**src/hdl/bpa_pkg.sv**
```systemverilog
package bpa_pkg;

	// Field widths of one request and one result
	localparam int KIND_W = 2;
	localparam int SIZE_W = 27;
	localparam int ADDR_W = 26;
	localparam int FREE_W = 27;
	localparam int STAT_W = 2;

	// Map word geometry
	localparam int WORD_BITS = 64;
	localparam int WSEL_W    = 6;
	localparam int WCNT_W    = 7;

	// Divider lanes: page count of the size, first page of the address
	localparam int DIV_LANES = 2;

	// Request kinds
	localparam logic [KIND_W-1:0] REQ_ALLOC  = 2'd0;
	localparam logic [KIND_W-1:0] REQ_FREE   = 2'd1;
	localparam logic [KIND_W-1:0] REQ_QUERY  = 2'd2;
	localparam logic [KIND_W-1:0] REQ_REINIT = 2'd3;

	// Result status codes
	localparam logic [STAT_W-1:0] STAT_OK      = 2'd0;
	localparam logic [STAT_W-1:0] STAT_NOMEM   = 2'd1;
	localparam logic [STAT_W-1:0] STAT_INVALID = 2'd2;

	typedef logic [WORD_BITS-1:0] word_t;

	typedef struct packed {
		logic [KIND_W-1:0] req_type;
		logic [SIZE_W-1:0] size_bytes;
		logic [ADDR_W-1:0] base_address;
	} req_t;

	typedef struct packed {
		logic [STAT_W-1:0] status;
		logic [ADDR_W-1:0] result_address;
		logic [FREE_W-1:0] free_bytes;
	} rsp_t;

	// What the word walk does to each map word it visits
	typedef enum logic [2:0] {
		WM_INIT,
		WM_SCAN,
		WM_SET,
		WM_CLR,
		WM_COUNT
	} walk_mode_t;

	typedef enum logic [3:0] {
		S_BOOT_BEGIN,
		S_BOOT_WALK,
		S_IDLE,
		S_DIV,
		S_BEGIN,
		S_WALK,
		S_MARK_BEGIN,
		S_MARK_WALK,
		S_RESULT
	} ctrl_state_t;

	typedef struct packed {
		logic       capture;
		logic       begin_walk;
		walk_mode_t mode;
		logic       run;
		logic       result;
	} dp_cmd_t;

	typedef struct packed {
		logic              div_done;
		logic              walk_done;
		logic              hit;
		logic              need_zero;
		logic              range_empty;
		logic [KIND_W-1:0] kind;
	} dp_stat_t;

	// Index of the lowest set bit (0 when none)
	function automatic logic [WSEL_W-1:0] lsb_index(input word_t v);
		logic [WSEL_W-1:0] idx;
		idx = '0;
		for (int i = WORD_BITS - 1; i >= 0; i--) begin
			if (v[i]) begin
				idx = WSEL_W'(i);
			end
		end
		return idx;
	endfunction

	// Index of the highest set bit (0 when none)
	function automatic logic [WSEL_W-1:0] msb_index(input word_t v);
		logic [WSEL_W-1:0] idx;
		idx = '0;
		for (int i = 0; i < WORD_BITS; i++) begin
			if (v[i]) begin
				idx = WSEL_W'(i);
			end
		end
		return idx;
	endfunction

	function automatic logic [WCNT_W-1:0] popcount(input word_t v);
		logic [WCNT_W-1:0] cnt;
		cnt = '0;
		for (int i = 0; i < WORD_BITS; i++) begin
			cnt = cnt + WCNT_W'(v[i]);
		end
		return cnt;
	endfunction

endpackage

```
**src/hdl/bpa_ctrl.sv**
```systemverilog
module bpa_ctrl
	import bpa_pkg::*;
(
	input  logic              clk,
	input  logic              arst_n,
	input  logic              start,
	input  logic [KIND_W-1:0] start_kind,
	input  dp_stat_t          stat,
	output logic              busy,
	output dp_cmd_t           cmd
);

	ctrl_state_t state_q;
	ctrl_state_t state_nx;

	always_ff @(posedge clk or negedge arst_n) begin
		if (!arst_n) begin
			state_q <= S_BOOT_BEGIN;
		end else begin
			state_q <= state_nx;
		end
	end

	// Next state
	always_comb begin
		state_nx = state_q;
		case (state_q)
			S_BOOT_BEGIN: state_nx = S_BOOT_WALK;
			S_BOOT_WALK: begin
				if (stat.walk_done) begin
					state_nx = S_IDLE;
				end
			end
			S_IDLE: begin
				if (start) begin
					if (start_kind inside {REQ_ALLOC, REQ_FREE}) begin
						state_nx = S_DIV;
					end else begin
						state_nx = S_BEGIN;
					end
				end
			end
			S_DIV: begin
				if (stat.div_done) begin
					if (stat.kind == REQ_ALLOC) begin
						state_nx = stat.need_zero ? S_RESULT : S_BEGIN;
					end else begin
						state_nx = stat.range_empty ? S_RESULT : S_BEGIN;
					end
				end
			end
			S_BEGIN: state_nx = S_WALK;
			S_WALK: begin
				if (stat.walk_done) begin
					if (stat.kind == REQ_ALLOC && stat.hit) begin
						state_nx = S_MARK_BEGIN;
					end else begin
						state_nx = S_RESULT;
					end
				end
			end
			S_MARK_BEGIN: state_nx = S_MARK_WALK;
			S_MARK_WALK: begin
				if (stat.walk_done) begin
					state_nx = S_RESULT;
				end
			end
			S_RESULT: state_nx = S_IDLE;
			default: state_nx = S_IDLE;
		endcase
	end

	// Datapath commands
	always_comb begin
		cmd            = '0;
		cmd.mode       = WM_INIT;
		busy           = (state_q != S_IDLE);
		cmd.capture    = (state_q == S_IDLE) && start;
		cmd.begin_walk = (state_q == S_BOOT_BEGIN) || (state_q == S_BEGIN)
			|| (state_q == S_MARK_BEGIN);
		cmd.run        = (state_q == S_BOOT_WALK) || (state_q == S_WALK)
			|| (state_q == S_MARK_WALK);
		cmd.result     = (state_q == S_RESULT);
		case (state_q)
			S_BEGIN: begin
				case (stat.kind)
					REQ_ALLOC: cmd.mode = WM_SCAN;
					REQ_FREE:  cmd.mode = WM_CLR;
					REQ_QUERY: cmd.mode = WM_COUNT;
					default:   cmd.mode = WM_INIT;
				endcase
			end
			S_MARK_BEGIN: cmd.mode = WM_SET;
			default:      cmd.mode = WM_INIT;
		endcase
	end

endmodule
```
**config.mk**
```make
export PLATFORM = sky130hd
export DESIGN_NAME = bpa_ctrl
export DESIGN_NICKNAME = d
export VERILOG_FILES = /design/src/hdl/bpa_pkg.sv /design/src/hdl/bpa_ctrl.sv
export SDC_FILE = /design/constraint.sdc
export NUM_CORES = 1
export LEC_CHECK = 0
export ABC_AREA = 1
export BUFFER_PORTS_ARGS = -buffer_cell sky130_fd_sc_hd__buf_4
export CAP_MARGIN = 20
export CORE_AREA = 4 4 41 43
export CTS_CLUSTER_SIZE = 40
export DETAILED_ROUTE_END_ITERATION = 10
export DIE_AREA = 0 0 45 47
export GPL_ROUTABILITY_DRIVEN = 0
export GPL_TIMING_DRIVEN = 0
export RECOVER_POWER = 50
export SYNTH_ARGS = -nofsm -noshare
export SYNTH_HDL_FRONTEND = slang
export SYNTH_SLANG_ARGS = --single-unit
```
**constraint.sdc**
```tcl
create_clock -name clk -period 1.55 [get_ports clk]
set_input_delay 0.155 -clock clk [delete_from_list [all_inputs] [get_ports clk]]
set_output_delay 0.155 -clock clk [all_outputs]
set_load 0.01 [all_outputs]
```
After elaboration in Yosys (flattened, before gate mapping)
Cells that the tools add are included.
{"block": "op_classes", "reduce_logical": 11, "eq_ne": 17, "mux": 13}
{"cell": "$mux W4", "n": 9}
{"cell": "$pmux W4 S8", "n": 1}
{"cell": "$eq A4 B3 Y1 const B", "n": 4}
{"cell": "$ne A2 B2 Y1 const B", "n": 5}
{"cell": "$pmux W3 S3", "n": 1}
{"cell": "$eq A4 B2 Y1 const B", "n": 2}
{"cell": "$pmux W3 S2", "n": 1}
{"cell": "$reduce_and A5 Y1", "n": 1}
{"cell": "$eq A2 B1 Y1 const B", "n": 2}
{"cell": "$eq A4 B1 Y1 const B", "n": 1}
{"cell": "$eq A4 B4 Y1 const B", "n": 1}
{"cell": "$logic_not A2 Y1", "n": 2}
{"cell": "$logic_not A4 Y1", "n": 1}
{"cell": "$logic_or A1 B1 Y1", "n": 4}
{"cell": "$ne A4 B2 Y1 const B", "n": 1}
{"cell": "$mux W3", "n": 1}
{"cell": "$eq A2 B2 Y1 const B", "n": 1}
{"cell": "$logic_and A1 B1 Y1", "n": 2}
{"cell": "$reduce_bool A2 Y1", "n": 1}
{"block": "totals", "word_cells": 42, "output_inout_bits": 8, "in_bits": 12, "register_bits": 4}

Depth between registers and ports, before layout
Gate-level depths: netlist (run 1).
{"block": "depth", "depth_word": 5, "ltp_mapped": 8, "mapped_depth_nobuf": 8}

Worst setup path before layout (run 1)
No wires, ideal clock.
{"block": "synth_timing", "kind": "register to output", "from": "register state_q[0]", "to": "output cmd[3] (netlist name)", "required_ns": 1.395, "stages_incl_launch_ff": 5, "path_buffers": 0, "arrival_time_ns": 1.064, "setup_slack_ns": 0.331, "path_cell_list": "dfrtp_1 > nor2_1 > nand2_1 > nor2_1 > a22o_1"}
{"item": "start, declared", "line_no": "bpa_ctrl.sv:13", "text": "ctrl_state_t state_q;"}
{"item": "start signal, assigned", "line_no": "bpa_ctrl.sv:20", "text": "state_q <= state_nx;"}
{"item": "end, declared", "line_no": "bpa_ctrl.sv:10", "text": "output dp_cmd_t cmd"}

==> results.toml, run 1 <==
[logic_synthesis]
yosys_warnings = 0
synth_edf_count = 0
ys.flop_type = "dfrtp_1"
synthTopCellsByArea = "dfrtp_1 (22%), nand2_1 (16%), inv_1 (9.2%)"
synth_nets = 87
synthArstFlopShare = 1.00
synth_most_common_cell = "nand2_1"
netlist_instances = 75
ys_types = 20
synth_top_area_frac = 0.223
synthTopCellsByCount = "nand2_1 (19), inv_1 (11), nor2_1 (10), nand3_1 (6), nand2_2 (5)"
seq_area_frac_synth = 0.223
synth_largest_area_cell = "dfrtp_1"
syn_area_um2 = 448
synth_seq_cells = 4
syn_avg_cell_area_um2 = 5.97

[clock_tree]
cts_tree = "done"
clkTransAtPathRegs_ps = 40
cts_made_buffers = 3
clock-sinks = 4
cts_buffer_depth = 2
clock-root-buffer = "clkbuf_4"
clk_latency_ps = 230
htreeDepth = 1

[die]
io-pin-count = 20
start_util = 0.344
num_rows = 13
die_h_um = 47
dieArea_mm2 = 0.00212
die_width_um = 45
core_mm2 = 0.00130

[timing]
slew-limit-headroom = 0.848
timing.final.max_slew_violations = 0
layout_min_cycle_time_ps = 1470
setup-tns-final_ps = 0
fin_skew_ps = 4.22
fin_ws_ps = 81.6
period_share = 0.947
setup_violations = 0
clock.fmax_mhz = 681
hold_violations = 0
worst_pin_slew_ps = 229
rsz0062_at_grt = "false"

[detailed_routing]
routedWlPerCell_um = 9.63
drt-pass1-iter-count = 4
avgViaCountPerCell = 4.62
detail-route-antenna-nets = 0
vias = 531
remaining_drc_errors = 0
drt-initial-drc-count = 8
wirelength_um = 1110

[layout]
design_area_um2 = 658
drive_above_1_share = 0.410
fin_cells = 115
area_growth_pct = 46.9
largest_register = "state_q"
reg_top3 = "state_q x4"
nFillCells = 144
diodes = 0
layout.nets = 114
largest_reg_flops = 4

[run]
maxCapViolCount = 0

[power_and_ir_drop]
switching_share = 0.492
p_comb_frac = 0.672
cellPowerDensity_mw_per_mm2 = 1770
p_sw_mw = 0.572
p_int_mw = 0.590
pwr-share-clk = 0.106
p_seq_frac = 0.222
ir_worst_vdd_v = 0.000826
power_leakage_nw = 0.378

[global_route]
antenna_found_initial = 0
grt_pass1_wl_um = 1780
grt.total_usage = 0.113
grt_overflow_total = 0
grt_pass1_vias = 434
grt_max_degree = 8

[critical_path]
crit_family = "flip-flops"
crit_chain = "inv_2 -> nor2_4 -> nand2_1 -> nor2_1 -> a22o_1 -> buf_4"
crit_required_ps = 1390
crit_buf_inv = 2
arrival_ps = 1310
crit_type = "reg2out"
cp_max_fo = 5
slowest_stage = "dfrtp_2"
cp-end-kind = "output pin"
critPathLaunchType = "register"
cp_slowest_stage_delay_ps = 400

[place]
placed_cell_area_um2 = 602
dp.cells = 108
io_buffers = 18
preCtsSetupSlack_ps = 263
dpl.hpwl_um = 936

[min_path]
hp-class = "in2async"

[run_status]
status = "finished, final reports clean"
-- logic make-up (layout without fill, tap and decap cells) --
group	count (synthesis)	count (layout)	share of synthesized area
flip-flops	4	4	0.223
buffers and inverters	15	40	0.126
AO/OA/AOI/OAI	8	8	0.126
AND/OR/NAND/NOR	48	48	0.525
-- per-stage QoR --
| step | hold slack, ps | util | power (mW) |
|---|---|---|---|
| after CTS | 252 | 0.488 | 1.12 |
| after global placement | -49.5 | 0.463 | 0.987 |
| after global routing | 307 | 0.506 | 1.28 |
| after floorplan | -141 | - | 0.747 |
| after detailed placement | -47.9 | 0.463 | 0.984 |
| final | 282 | 0.506 | 1.16 |
-- path summary, 6_finish.rpt --
check / depth (start not counted) / slack [ps] / from / end
max: 6 / 80 / state_q[2]$_DFFE_PN0P_ / cmd[3]
min: 2 / 280 / arst_n / state_q[2]$_DFFE_PN0P_
max reg2reg: 9 / 310 / state_q[2]$_DFFE_PN0P_ / state_q[1]$_DFFE_PN0P_
min reg2reg: 2 / 630 / state_q[1]$_DFFE_PN0P_ / state_q[1]$_DFFE_PN0P_
max in group asynchronous: 2 / 1080 / arst_n / state_q[0]$_DFFE_PN0P_
min in group clk: 4 / 290 / start_kind[1] / state_q[0]$_DFFE_PN0P_
-- power by group through the flow --
stage	Clock, mW	Combinational, mW	Sequential [mW]
2_1_floorplan	0	0.519	0.228
3_3_place_gp	0	0.735	0.252
3_5_place_dp	0	0.736	0.248
4_1_cts	0.126	0.743	0.247
5_1_grt	0.133	0.885	0.266
6_report	0.123	0.781	0.258
-- layer usage --
metal	GRT usage	up-vias	wire, um
li1	-	285	-
met1	0.151	230	491
met2	0.184	16	535
met3	0.0115	0	81
met4	0.0526	0	0
met5	0	-	0
-- placed cells by master (no fill, tap or decap), drive strengths merged --
cell type,Yosys,final
nand3,8,8
o211ai,1,1
o21bai,1,1
a21boi,1,1
a22o,1,1
clkinv,1,1
nand2,24,24
a31oi,1,1
inv,14,14
o21ai,2,2
dfrtp,4,4
clkbuf,0,4
dlygate4sd3,0,1
a21oi,1,1
buf,0,20
nor3,2,2
nor2,14,14
-- area by class of cell --
type                    instances  area, um^2  share of cell area
well taps                      15        18.8              0.0285
multi-input cells              56         294               0.447
clock buffers                   3        22.5              0.0342
inverters                      15        56.3              0.0856
repair buffers                 22         164               0.249
flip-flops and latches          4         103               0.156
-- timing repair --
item                                   CTS  global route
endpoints found under the hold margin    4             0
resized for setup                        0             3
hold buffers                             1             0
buffers inserted                         0             3
setup endpoints to repair                0             2
Note: power is estimated with default switching activity, not from simulation.
==> run 2, diff against run 1 <==
--- a/config.mk
+++ b/config.mk
@@ -14,7 +14,8 @@
 export DIE_AREA = 0 0 45 47
 export GPL_ROUTABILITY_DRIVEN = 0
 export GPL_TIMING_DRIVEN = 0
-export RECOVER_POWER = 50
+export PLACE_DENSITY_LB_ADDON = 0.1
+export RECOVER_POWER = 100
 export SYNTH_ARGS = -nofsm -noshare
 export SYNTH_HDL_FRONTEND = slang
 export SYNTH_SLANG_ARGS = --single-unit
==> results.toml, run 2 (same netlist as run 1, synthesis figures left out) <==
[global_route]
grt_max_degree = 8
grt_pass1_wl_um = 1660
grt_overflow_total = 0
grt.total_usage = 0.112
grt_pass1_vias = 421
antenna_found_initial = 0

[power_and_ir_drop]
pwr-share-clk = 0.113
power_leakage_nw = 0.357
p_comb_frac = 0.660
p_int_mw = 0.556
cellPowerDensity_mw_per_mm2 = 1760
p_seq_frac = 0.227
p_sw_mw = 0.561
ir_worst_vdd_v = 0.000752
switching_share = 0.502

[critical_path]
slowest_stage = "dfrtp_2"
critPathLaunchType = "register"
cp-end-kind = "output pin"
rr_worst_depth = 8
crit_required_ps = 1390
crit_chain = "nor2_1 -> nand2_1 -> nor2_2 -> a22o_1 -> buf_4"
cp_max_fo = 7
arrival_ps = 1290
critPathLaunch = "state_q[0]$_DFFE_PN0P_"
crit_type = "reg2out"
cp_slowest_stage_delay_ps = 460
crit_family = "flip-flops"
r2r_slack_ps = 210
cp.depth = 5
crit_buf_inv = 1
rr_startpoint = "state_q[3]$_DFFE_PN0P_"

[layout]
nFillCells = 145
reg_top3 = "state_q x4"
layout.nets = 113
largest_register = "state_q"
fin_cells = 114
final_common_cell = "nand2_1"
final_core_util = 0.487
largest_reg_flops = 4
drive_above_1_share = 0.343
diodes = 0
layout_common_cells = "nand2_1 (19), buf_4 (15), inv_1 (12), nor2_1 (10), nand3_1 (6)"
area_growth_pct = 41.3

[clock_tree]
cts_tree = "done"
clk_latency_ps = 230
clkTransAtPathRegs_ps = 40
cts_buffer_depth = 2
clock-sinks = 4
htreeDepth = 1
cts_made_buffers = 3
clock-root-buffer = "clkbuf_4"

[die]
dieArea_mm2 = 0.00212
num_rows = 13
die_width_um = 45
core_mm2 = 0.00130
start_util = 0.344
io-pin-count = 20
die_h_um = 47

[detailed_routing]
avgViaCountPerCell = 4.61
drt-initial-drc-count = 9
routedWlPerCell_um = 9.60
detail-route-antenna-nets = 0
remaining_drc_errors = 0
wirelength_um = 1090
vias = 525
drt-pass1-iter-count = 3

[timing]
clock.fmax_mhz = 691
period_share = 0.933
hold_violations = 0
fin_skew_ps = 2.67
slew-limit-headroom = 0.843
timing.final.max_slew_violations = 0
layout_min_cycle_time_ps = 1450
worst_pin_slew_ps = 235
setup_violations = 0

[place]
io_buffers = 18
dp.cells = 108
dpl.hpwl_um = 926

[run]
maxCapViolCount = 0

[run_status]
status = "finished, final reports clean"

[min_path]
hp-class = "in2async"
==> run 2: layout make-up <==
class	instances	area (um^2)	area share
clock buffer	3	22.5	0.0356
inverter	15	56.3	0.0889
multi-input combinational	56	292	0.460
sequential	4	103	0.162
tap	15	18.8	0.0296
timing repair buffer	21	141	0.223
==> run 2: path summary, 6_finish.rpt <==
path,to
max in group asynchronous,state_q[2]$_DFFE_PN0P_
hold reg to reg,state_q[1]$_DFFE_PN0P_
min in group clk,state_q[0]$_DFFE_PN0P_
setup reg to reg,state_q[2]$_DFFE_PN0P_
hold / removal,state_q[0]$_DFFE_PN0P_
setup / recovery,cmd[3]
==> run 2: per-layer routing <==
metal | GRT usage | routed length (um)
met5 | 0 | 0
met4 | 0.0702 | 10
met3 | 0.0230 | 63
met2 | 0.167 | 497
met1 | 0.147 | 523
==> run 2: stage by stage <==
stage               setup TNS, ps  cell area [um^2]  power [mW]  hold WS (ps)  setup slack [ps]
floorplan                       0               448       0.747          -141               331
global placement                0               602       0.987         -49.2               273
detailed placement              0               602       0.985         -48.7               275
CTS                             0               634        1.12           247              19.7
global route                -4.09               633        1.23           292             -4.09
finish                          0               633        1.12           271               104
==> run 2: timing repair <==
action,4_1_cts,5_1_grt
buffers inserted,0,2
hold buffers,1,0
endpoints found under the setup margin,0,2
endpoints found under the hold margin,4,0
resized for setup,0,3
==> run 2: power groups by stage <==
stage | clock, mW | sequential [mW] | combinational [mW]
after floorplan | 0 | 0.228 | 0.519
after global placement | 0 | 0.253 | 0.735
after detailed placement | 0 | 0.250 | 0.735
after CTS | 0.130 | 0.250 | 0.740
after global routing | 0.134 | 0.261 | 0.837
final | 0.126 | 0.254 | 0.737
